[src/rtl/core/mhc_pkg.sv]
// Shared constants, tables and helper functions for the compass heading unit.
// Used by the divider, the CORDIC engine and the top level; no dependencies.
`default_nettype none
package mhc_pkg;

	// Default parameter values.
	localparam int MHC_CORDIC_STEPS = 16;
	localparam int MHC_SCALE_FRAC   = 14;

	// CORDIC geometry.
	localparam int ATAN_DEPTH = 24;
	localparam int PRESHIFT   = 8;
	localparam int CORDIC_XW  = 28;

	// Magnitude limit of a scaled axis, and the positive limit.
	localparam logic [16:0] SCALE_LIMIT_NEG = 17'd32768;
	localparam logic [16:0] SCALE_LIMIT_POS = 17'd32767;

	// Input item modes.
	localparam logic [1:0] MODE_MEASURE = 2'd0;
	localparam logic [1:0] MODE_CLEAR   = 2'd1;
	localparam logic [1:0] MODE_SAMPLE  = 2'd2;

	// Reset values of the calibration store and the declination.
	localparam logic signed [15:0] LOW_X_RST  = -16'sd566;
	localparam logic signed [15:0] HIGH_X_RST = 16'sd651;
	localparam logic signed [15:0] LOW_Y_RST  = -16'sd685;
	localparam logic signed [15:0] HIGH_Y_RST = 16'sd526;
	localparam logic signed [15:0] LOW_Z_RST  = -16'sd447;
	localparam logic signed [15:0] HIGH_Z_RST = 16'sd684;
	localparam logic signed [15:0] DECL_RST   = 16'sd106;

	// atan(2^-i) in units of full circle over 2^32.
	localparam logic [31:0] ATAN_TAB [ATAN_DEPTH] = '{
		32'h20000000, 32'h12E4051E, 32'h09FB385B, 32'h051111D4,
		32'h028B0D43, 32'h0145D7E1, 32'h00A2F61E, 32'h00517C55,
		32'h0028BE53, 32'h00145F2F, 32'h000A2F98, 32'h000517CC,
		32'h00028BE6, 32'h000145F3, 32'h0000A2FA, 32'h0000517D,
		32'h000028BE, 32'h0000145F, 32'h00000A30, 32'h00000518,
		32'h0000028C, 32'h00000146, 32'h000000A3, 32'h00000051
	};

	// Saturate an 18-bit signed value to 16 bits.
	function automatic logic signed [15:0] sat16(input logic signed [17:0] v);
		logic signed [15:0] r;
		if (v > 18'sd32767) begin
			r = 16'sh7FFF;
		end else if (v < -18'sd32768) begin
			r = -16'sh8000;
		end else begin
			r = v[15:0];
		end
		return r;
	endfunction

endpackage
`default_nettype wire

[src/rtl/core/mhc_divider.sv]
// Bit-serial restoring divider: one quotient bit per cycle, magnitude capped.
// Depends on mhc_pkg for the quotient limit.
`default_nettype none
module mhc_divider #(
	parameter int DW = 33
) (
	input  wire logic          clk,
	input  wire logic          arst_n,
	input  wire logic          start,
	input  wire logic [DW-1:0] dividend,
	input  wire logic [16:0]   divisor,
	output logic               done,
	output logic [16:0]        quotient
);
	import mhc_pkg::*;

	localparam int CW = $clog2(DW + 1);

	logic [DW-1:0] dvd_q;
	logic [16:0]   rem_q;
	logic [16:0]   quo_q;
	logic          ovf_q;
	logic [CW-1:0] cnt_q;
	logic          busy_q;
	logic          done_q;

	logic [17:0] rem_sh;
	logic [17:0] diff;
	logic        qbit;

	// Trial subtraction of the divisor from the shifted remainder.
	always_comb begin
		rem_sh = {rem_q, dvd_q[DW-1]};
		diff   = rem_sh - {1'b0, divisor};
		qbit   = (rem_sh >= {1'b0, divisor});
	end

	// Control: count the dividend bits through.
	always_ff @(posedge clk or negedge arst_n) begin
		if (!arst_n) begin
			busy_q <= 1'b0;
			done_q <= 1'b0;
			cnt_q  <= '0;
		end else begin
			done_q <= 1'b0;
			if (start) begin
				busy_q <= 1'b1;
				cnt_q  <= CW'(DW);
			end else if (busy_q) begin
				cnt_q <= cnt_q - 1'b1;
				if (cnt_q == CW'(1)) begin
					busy_q <= 1'b0;
					done_q <= 1'b1;
				end
			end
		end
	end

	// Datapath: shift the dividend out and the quotient in.
	always_ff @(posedge clk) begin
		if (start) begin
			dvd_q <= dividend;
			rem_q <= '0;
			quo_q <= '0;
			ovf_q <= 1'b0;
		end else if (busy_q) begin
			dvd_q <= {dvd_q[DW-2:0], 1'b0};
			rem_q <= qbit ? diff[16:0] : rem_sh[16:0];
			quo_q <= {quo_q[15:0], qbit};
			ovf_q <= ovf_q | quo_q[16];
		end
	end

	assign done     = done_q;
	assign quotient = (ovf_q || quo_q > SCALE_LIMIT_NEG) ? SCALE_LIMIT_NEG : quo_q;

endmodule
`default_nettype wire

[src/rtl/core/mhc_cordic.sv]
// Iterative CORDIC in vectoring mode: one micro-rotation per cycle, atan2(y, x).
// Depends on mhc_pkg for the arctangent table and datapath widths.
`default_nettype none
module mhc_cordic #(
	parameter int CORDIC_STEPS = 16
) (
	input  wire logic               clk,
	input  wire logic               arst_n,
	input  wire logic               start,
	input  wire logic signed [15:0] qx,
	input  wire logic signed [15:0] qy,
	output logic                    done,
	output logic [15:0]             angle
);
	import mhc_pkg::*;

	localparam int ST = (CORDIC_STEPS > ATAN_DEPTH) ? ATAN_DEPTH : CORDIC_STEPS;
	localparam int IW = $clog2(ATAN_DEPTH);

	logic signed [CORDIC_XW-1:0] x_q, y_q;
	logic [31:0]                 ang_q;
	logic [IW-1:0]               idx_q;
	logic                        busy_q;
	logic                        done_q;

	logic signed [CORDIC_XW-1:0] x0, y0, dx, dy;
	logic [31:0]                 ang_sum;

	// Pre-shifted start vector and the shifted terms of one rotation.
	always_comb begin
		x0 = {{(CORDIC_XW-16-PRESHIFT){qx[15]}}, qx, {PRESHIFT{1'b0}}};
		y0 = {{(CORDIC_XW-16-PRESHIFT){qy[15]}}, qy, {PRESHIFT{1'b0}}};
		dx = y_q >>> idx_q;
		dy = x_q >>> idx_q;
		ang_sum = ang_q + 32'h0000_8000;
	end

	// Control: step counter.
	always_ff @(posedge clk or negedge arst_n) begin
		if (!arst_n) begin
			busy_q <= 1'b0;
			done_q <= 1'b0;
			idx_q  <= '0;
		end else begin
			done_q <= 1'b0;
			if (start) begin
				busy_q <= 1'b1;
				idx_q  <= '0;
			end else if (busy_q) begin
				idx_q <= idx_q + 1'b1;
				if (idx_q == IW'(ST - 1)) begin
					busy_q <= 1'b0;
					done_q <= 1'b1;
				end
			end
		end
	end

	// Datapath: fold into the right half plane, then rotate toward the x axis.
	always_ff @(posedge clk) begin
		if (start) begin
			if (x0 < 0) begin
				x_q   <= -x0;
				y_q   <= -y0;
				ang_q <= 32'h8000_0000;
			end else begin
				x_q   <= x0;
				y_q   <= y0;
				ang_q <= '0;
			end
		end else if (busy_q) begin
			if (y_q >= 0) begin
				x_q   <= x_q + dx;
				y_q   <= y_q - dy;
				ang_q <= ang_q + ATAN_TAB[idx_q];
			end else begin
				x_q   <= x_q - dx;
				y_q   <= y_q + dy;
				ang_q <= ang_q - ATAN_TAB[idx_q];
			end
		end
	end

	assign done  = done_q;
	assign angle = ang_sum[31:16];

endmodule
`default_nettype wire

[src/rtl/core/magnetometer_heading_with_calibration_unit.sv]
// Compass heading with hard-iron calibration. Clear and calibration-sample
// transactions are applied as they are accepted. A measure transaction runs
// through the three parallel bit-serial dividers, then the CORDIC, then the
// control states; the CORDIC is skipped when an axis has a zero range. The next
// item is accepted in the cycle after the result is loaded; a result still
// waiting downstream holds the sequencer. Reset restores the extremes and the
// declination to their defaults and empties the output register.
// Depends on mhc_pkg, mhc_divider and mhc_cordic.
`default_nettype none
module magnetometer_heading_with_calibration_unit #(
	parameter int CORDIC_STEPS        = mhc_pkg::MHC_CORDIC_STEPS,
	parameter int SCALE_FRACTION_BITS = mhc_pkg::MHC_SCALE_FRAC
) (
	input  wire logic         clk,
	input  wire logic         arst_n,
	input  wire logic         cfg_we,
	input  wire logic [15:0]  cfg_wdata,
	input  wire logic         s_axis_tvalid,
	output logic              s_axis_tready,
	// x_high, x_low, z_high, z_low, y_high, y_low
	input  wire logic [47:0]  s_axis_tdata,
	// mode
	input  wire logic [1:0]   s_axis_tuser,
	output logic              m_axis_tvalid,
	input  wire logic         m_axis_tready,
	// heading_angle, heading_degrees, heading_minutes, scaled_x, scaled_y,
	// scaled_z, centered_x, centered_y, centered_z, zero pad
	output logic [127:0]      m_axis_tdata,
	// scale_valid
	output logic [0:0]        m_axis_tuser
);
	import mhc_pkg::*;

	localparam int DW = SCALE_FRACTION_BITS + 19;

	localparam logic [2:0] ST_IDLE   = 3'd0;
	localparam logic [2:0] ST_DSTART = 3'd1;
	localparam logic [2:0] ST_DIV    = 3'd2;
	localparam logic [2:0] ST_CSTART = 3'd3;
	localparam logic [2:0] ST_CORD   = 3'd4;
	localparam logic [2:0] ST_HEAD   = 3'd5;
	localparam logic [2:0] ST_PROD   = 3'd6;
	localparam logic [2:0] ST_HOLD   = 3'd7;

	logic [2:0] state_q;

	logic signed [15:0] decl_q;
	logic signed [15:0] low_x_q, high_x_q, low_y_q, high_y_q, low_z_q, high_z_q;
	logic signed [15:0] cx_q, cy_q, cz_q;
	logic signed [15:0] sx_q, sy_q, sz_q;
	logic               valid_q;
	logic [15:0]        raw_q;
	logic [15:0]        head_q;
	logic [24:0]        prod_q;
	logic [127:0]       out_data_q;
	logic               out_user_q;
	logic               out_valid_q;

	logic               in_acc;
	logic signed [15:0] rx, ry, rz;
	logic [15:0]        gx, gy, gz;
	logic [16:0]        gx_w, gy_w, gz_w;
	logic [15:0]        ax, ay, az;
	logic               div_done;
	logic               div_done_y;
	logic               div_done_z;
	logic [16:0]        qx_mag, qy_mag, qz_mag;
	logic               cor_done;
	logic [15:0]        cor_angle;
	logic [22:0]        mins_w;

	// Midpoint truncated toward zero, then the saturated difference.
	function automatic logic signed [15:0] center(input logic signed [15:0] r,
		input logic signed [15:0] lo, input logic signed [15:0] hi);
		logic signed [16:0] s;
		logic signed [16:0] mid;
		s   = 17'(lo) + 17'(hi);
		mid = (s + $signed({16'd0, s[16]})) >>> 1;
		return sat16(18'(r) - 18'(mid));
	endfunction

	// Apply the sign and the one-sided limit to a quotient magnitude.
	function automatic logic signed [15:0] signed_q(input logic [16:0] mag,
		input logic neg);
		logic [16:0] m;
		m = (!neg && mag > SCALE_LIMIT_POS) ? SCALE_LIMIT_POS : mag;
		return neg ? -m[15:0] : m[15:0];
	endfunction

	function automatic logic [15:0] abs16(input logic signed [15:0] v);
		return v[15] ? 16'(-v) : 16'(v);
	endfunction

	// Input unpacking and axis ranges.
	always_comb begin
		in_acc = s_axis_tvalid && s_axis_tready;
		rx     = {s_axis_tdata[7:0], s_axis_tdata[15:8]};
		rz     = {s_axis_tdata[23:16], s_axis_tdata[31:24]};
		ry     = {s_axis_tdata[39:32], s_axis_tdata[47:40]};
		gx_w   = 17'(high_x_q) - 17'(low_x_q);
		gy_w   = 17'(high_y_q) - 17'(low_y_q);
		gz_w   = 17'(high_z_q) - 17'(low_z_q);
		gx     = gx_w[15:0];
		gy     = gy_w[15:0];
		gz     = gz_w[15:0];
		ax     = abs16(cx_q);
		ay     = abs16(cy_q);
		az     = abs16(cz_q);
		mins_w = 23'(prod_q[15:0]) * 23'd60 + 23'd32768;
	end

	assign s_axis_tready = (state_q == ST_IDLE);

	// Three dividers work in step on the three axes.
	mhc_divider #(.DW(DW)) u_div_x (
		.clk(clk), .arst_n(arst_n), .start(state_q == ST_DSTART),
		.dividend(DW'({ax, {(SCALE_FRACTION_BITS+2){1'b0}}}) + DW'(gx)),
		.divisor({gx, 1'b0}), .done(div_done), .quotient(qx_mag)
	);
	mhc_divider #(.DW(DW)) u_div_y (
		.clk(clk), .arst_n(arst_n), .start(state_q == ST_DSTART),
		.dividend(DW'({ay, {(SCALE_FRACTION_BITS+2){1'b0}}}) + DW'(gy)),
		.divisor({gy, 1'b0}), .done(div_done_y), .quotient(qy_mag)
	);
	mhc_divider #(.DW(DW)) u_div_z (
		.clk(clk), .arst_n(arst_n), .start(state_q == ST_DSTART),
		.dividend(DW'({az, {(SCALE_FRACTION_BITS+2){1'b0}}}) + DW'(gz)),
		.divisor({gz, 1'b0}), .done(div_done_z), .quotient(qz_mag)
	);

	mhc_cordic #(.CORDIC_STEPS(CORDIC_STEPS)) u_cordic (
		.clk(clk), .arst_n(arst_n), .start(state_q == ST_CSTART),
		.qx(sx_q), .qy(sy_q), .done(cor_done), .angle(cor_angle)
	);

	// Declination register.
	always_ff @(posedge clk or negedge arst_n) begin
		if (!arst_n) begin
			decl_q <= DECL_RST;
		end else if (cfg_we) begin
			decl_q <= cfg_wdata;
		end
	end

	// Calibration extremes: cleared or widened as transactions arrive.
	always_ff @(posedge clk or negedge arst_n) begin
		if (!arst_n) begin
			low_x_q  <= LOW_X_RST;
			high_x_q <= HIGH_X_RST;
			low_y_q  <= LOW_Y_RST;
			high_y_q <= HIGH_Y_RST;
			low_z_q  <= LOW_Z_RST;
			high_z_q <= HIGH_Z_RST;
		end else if (in_acc && s_axis_tuser == MODE_CLEAR) begin
			low_x_q  <= '0;
			high_x_q <= '0;
			low_y_q  <= '0;
			high_y_q <= '0;
			low_z_q  <= '0;
			high_z_q <= '0;
		end else if (in_acc && s_axis_tuser == MODE_SAMPLE) begin
			if (rx < low_x_q)  low_x_q  <= rx;
			if (rx > high_x_q) high_x_q <= rx;
			if (ry < low_y_q)  low_y_q  <= ry;
			if (ry > high_y_q) high_y_q <= ry;
			if (rz < low_z_q)  low_z_q  <= rz;
			if (rz > high_z_q) high_z_q <= rz;
		end
	end

	// Sequencer for a measure transaction.
	always_ff @(posedge clk or negedge arst_n) begin
		if (!arst_n) begin
			state_q     <= ST_IDLE;
			out_valid_q <= 1'b0;
		end else begin
			if (state_q == ST_HOLD && (!out_valid_q || m_axis_tready)) begin
				out_valid_q <= 1'b1;
			end else if (m_axis_tready) begin
				out_valid_q <= 1'b0;
			end
			unique case (state_q)
				ST_IDLE: begin
					if (in_acc && s_axis_tuser == MODE_MEASURE) begin
						state_q <= ST_DSTART;
					end
				end
				ST_DSTART: state_q <= ST_DIV;
				ST_DIV: begin
					if (div_done) begin
						state_q <= valid_q ? ST_CSTART : ST_HEAD;
					end
				end
				ST_CSTART: state_q <= ST_CORD;
				ST_CORD: begin
					if (cor_done) begin
						state_q <= ST_HEAD;
					end
				end
				ST_HEAD: state_q <= ST_PROD;
				ST_PROD: state_q <= ST_HOLD;
				ST_HOLD: begin
					if (!out_valid_q || m_axis_tready) begin
						state_q <= ST_IDLE;
					end
				end
				default: state_q <= ST_IDLE;
			endcase
		end
	end

	// Datapath registers of a measure transaction.
	always_ff @(posedge clk) begin
		if (state_q == ST_IDLE && in_acc) begin
			cx_q <= center(rx, low_x_q, high_x_q);
			cy_q <= center(ry, low_y_q, high_y_q);
			cz_q <= center(rz, low_z_q, high_z_q);
		end
		if (state_q == ST_DSTART) begin
			valid_q <= (gx != 16'd0) && (gy != 16'd0) && (gz != 16'd0);
		end
		if (state_q == ST_DIV && div_done) begin
			sx_q  <= valid_q ? signed_q(qx_mag, cx_q[15]) : 16'sd0;
			sy_q  <= valid_q ? signed_q(qy_mag, cy_q[15]) : 16'sd0;
			sz_q  <= valid_q ? signed_q(qz_mag, cz_q[15]) : 16'sd0;
			raw_q <= '0;
		end
		if (state_q == ST_CORD && cor_done) begin
			raw_q <= (sx_q == 16'sd0 && sy_q == 16'sd0) ? 16'd0 : cor_angle;
		end
		if (state_q == ST_HEAD) begin
			head_q <= valid_q ? raw_q + decl_q : 16'd0;
		end
		if (state_q == ST_PROD) begin
			prod_q <= 25'(head_q) * 25'd360;
		end
		if (state_q == ST_HOLD && (!out_valid_q || m_axis_tready)) begin
			out_data_q <= {1'b0, cz_q, cy_q, cx_q, sz_q, sy_q, sx_q,
				mins_w[21:16], prod_q[24:16], head_q};
			out_user_q <= valid_q;
		end
	end

	assign m_axis_tvalid = out_valid_q;
	assign m_axis_tdata  = out_data_q;
	assign m_axis_tuser  = out_user_q;

	// The stored extremes never cross.
	a_order_x: assert property (@(posedge clk) disable iff (!arst_n)
		low_x_q <= high_x_q) else $error("X extremes crossed");
	a_order_y: assert property (@(posedge clk) disable iff (!arst_n)
		low_y_q <= high_y_q) else $error("Y extremes crossed");
	a_order_z: assert property (@(posedge clk) disable iff (!arst_n)
		low_z_q <= high_z_q) else $error("Z extremes crossed");
	// Unit completions arrive only while the sequencer waits for them.
	a_div_done: assert property (@(posedge clk) disable iff (!arst_n)
		div_done |-> state_q == ST_DIV) else $error("divider done out of turn");
	a_cor_done: assert property (@(posedge clk) disable iff (!arst_n)
		cor_done |-> state_q == ST_CORD) else $error("CORDIC done out of turn");
	// The three dividers finish together.
	a_div_step: assert property (@(posedge clk) disable iff (!arst_n)
		(div_done_y == div_done) && (div_done_z == div_done))
		else $error("dividers out of step");

endmodule
`default_nettype wire
[config.mk]
export PLATFORM = sky130hd
export DESIGN_NAME = magnetometer_heading_with_calibration_unit
export DESIGN_NICKNAME = d
export VERILOG_FILES = /design/src/rtl/core/mhc_pkg.sv /design/src/rtl/core/mhc_divider.sv /design/src/rtl/core/mhc_cordic.sv /design/src/rtl/core/magnetometer_heading_with_calibration_unit.sv
export SDC_FILE = /design/constraint.sdc
export NUM_CORES = 2
export LEC_CHECK = 0
export ABC_CLOCK_PERIOD_IN_PS = 6400
export BUFFER_PORTS_ARGS = -buffer_cell sky130_fd_sc_hd__buf_2
export CORE_ASPECT_RATIO = 0.5
export CORE_MARGIN = 2
export CORE_UTILIZATION = 55
export DETAILED_ROUTE_END_ITERATION = 8
export GPL_TIMING_DRIVEN = 0
export PLACE_DENSITY = 0.87
export SLEW_MARGIN = 30
export SYNTH_ARGS = -nofsm -noshare
export SYNTH_HDL_FRONTEND = slang
export SYNTH_HIERARCHICAL = 1
export SYNTH_SLANG_ARGS = --single-unit
[constraint.sdc]
create_clock -name clk -period 6.4 [get_ports clk]
set_clock_uncertainty 0.2 [all_clocks]
set_input_delay 0.96 -clock clk [delete_from_list [all_inputs] [get_ports clk]]
set_output_delay 0.96 -clock clk [all_outputs]
set_load 0.1 [all_outputs]
==> metrics.md <==
| Metric | Value |
|---|---|
| Outcome | complete, no violations |
| CTS max path bufs | 3 |
| Unrepaired setup endpoints after global routing | yes |
| DP Worst Slack | -1.33 ns |
| Post-DR wirelength/cell | 21.5 um |
| GRT overflow | 0 |
| DRT iter0 DRCs | 5106 |
| Clock slew at the register clock pins of the worst setup and hold paths | 0.08 ns |
| Setup TNS Final | 0 ns |
| Die area | 103000 sq um |
| Clock Sinks | 716 |
| TritonCTS clock tree | done |
| First-pass GRT wire length | 250 mm |
| Starting Density | 55.4% |
| Register-to-Register Setup Slack | 0.05 ns |
| Inserted Clock Buffers | 71 |
| Initial antenna violation count | 6 |
| Core area | 100000 sq um |
| Fin crit share | 99.3% |
| Final Setup Violations | 0 |
| Slew Limit Fails | 0 |
| Avg Inst Size Synth | 9.60 sq um |
| Vias | 47087 |
| Mapped Area | 55400 sq um |
| CP Data Required Time | 6.63 ns |
| Worst-path fanout max | 10 |
| Max Cap Violations | 0 |
| Slew HR | 32.6% |
| Die span in y | 228 um |
| DIE WIDTH | 453 um |
| Post-layout min period | 6.35 ns |
| Total track usage | 30.2% |
| Final Cell Area | 62000 sq um |
| Min setup slack post-route | 0.0453 ns |
| Crit. End Element | register |
| Critical Path AT | 6.58 ns |
| Post-route DRC | 0 |
| Worst-Margin Slew | 1.01 ns |
| Synth Warn # | 6 |
| Nets | 6717 |
| Largest net degree at the start of global routing | 79 |
| Post-Syn Instances | 5770 |
| WL final | 161 mm |
| DRT Pass-1 Iters | 6 |
| Io pins | 202 |
| Final Hold Viols | 0 |
| H-tree levels | 3 |
| Area Growth Syn to Fin | 11.9% |
| Startpoint types | register |
| Final HPWL DP | 120 mm |
| Worst skew pair latency | 0.68 ns |
| Fmax | 157 MHz |
| Crit Path Category | reg2reg |
| Row count | 82 |
| Gp weighted congestion | 1.05 |
| Port bufs | 199 |
| Share of cells above drive strength 1 | 14.5% |
| Vias in the first global route | 45233 |
| DRT antenna net count | 0 |
| Root Buffer | clkbuf_16 |
| Hold Path Class | reg2reg |
| Fillers | 7744 |
| Drt via density | 6.27 |
| DP Area | 58500 sq um |
-- stage by stage --
step | hold slack (ns) | std cells | util (%)
2_1_floorplan | 0.200 | 5776 | -
3_3_place_gp | 0.201 | 7319 | 58.1
5_1_grt | 0.224 | 7505 | 61.9
6_report | 0.220 | 7506 | 61.9
3_5_place_dp | 0.205 | 7339 | 58.5
4_1_cts | 0.220 | 7483 | 61.4
-- final cells by class --
class,instances,area (sq um),area share (%)
multi-input combinational,4435,33600,54.3
sequential,716,19800,31.9
clock buffer,93,1960,3.16
tap,1344,1680,2.71
timing repair buffer,259,1670,2.70
inverter,377,1430,2.30
buffer,240,1260,2.04
clock inverter,39,520,0.840
antenna,3,7.51,0.0121
-- timing repair --
item / CTS / global route
setup buffers: 13 / 26
hold buffers: 1 / 0
gates resized for setup: 100 / 114
hold endpoints to repair: 6 / 0
endpoints found under the setup margin: 71 / 77
pin swaps: 11 / 30
-- state kept, by name, indices dropped and copies added, names as in the netlist, 22 cells and up --
signal,flops
m_axis_tdata,127
u_div_x/dvd_q,33
u_div_y/dvd_q,33
u_div_z/dvd_q,33
u_cordic/ang_q,32
u_cordic/x_q,28
u_cordic/y_q,28
prod_q,22
-- metal layers --
layer	track usage [%]	vias up	routed length (um)
li1	-	21624	-
met1	39.7	22545	65200
met2	48.0	2421	73000
met3	6.30	495	15300
met4	13.4	2	7940
met5	0	-	14
-- cell usage in the layout (no fill, tap or decap), types with 55 or more instances in the layout --
cell / n
clkbuf_16: 72
a21o_1: 100
nand2b_1: 79
xor2_1: 163
dfxtp_1: 105
nor2b_1: 78
nand2_1: 341
nor3_1: 110
mux2i_1: 177
mux2_2: 131
dfrtp_1: 94
o21a_1: 64
fa_1: 64
buf_2: 222
xnor2_1: 297
and3_1: 57
buf_4: 55
nand3_1: 139
a21oi_1: 353
a211oi_1: 63
nor2_1: 530
clkbuf_1: 136
o21ai_0: 266
inv_1: 368
edfxtp_1: 466
and2_1: 90
o31ai_1: 55
ha_1: 479
-- worst max-delay path, cell delays in order, from the launching register on --
cell	delay (ns)
edfxtp_1	0.43
clkbuf_1	0.60
clkbuf_1	0.73
clkdlybuf4s15_1	0.88
nand2_1	0.16
xnor2_1	0.21
fa_1	0.45
a21oi_1	0.14
o21bai_1	0.12
a2111oi_0	0.56
o21ai_0	0.25
and4_2	0.33
o21a_1	0.20
o21a_2	0.26
o21ai_2	0.17
a31oi_1	0.12
mux2_2	0.28
-- path summary, 6_finish.rpt --
kind,cells after the start,start,to
max,16,u_cordic/y_q[27],u_cordic/ang_q[22]
min,0,prod_q[22],m_axis_tdata[22]
max reg2reg,16,u_cordic/y_q[27],u_cordic/ang_q[22]
min reg2reg,0,prod_q[22],m_axis_tdata[22]
max in group asynchronous,4,arst_n,decl_q[3]
min in group asynchronous,2,arst_n,high_z_q[12]
Power is not shown: default switching activity piles up to over one toggle a cycle in this logic, so the estimate is an artifact.
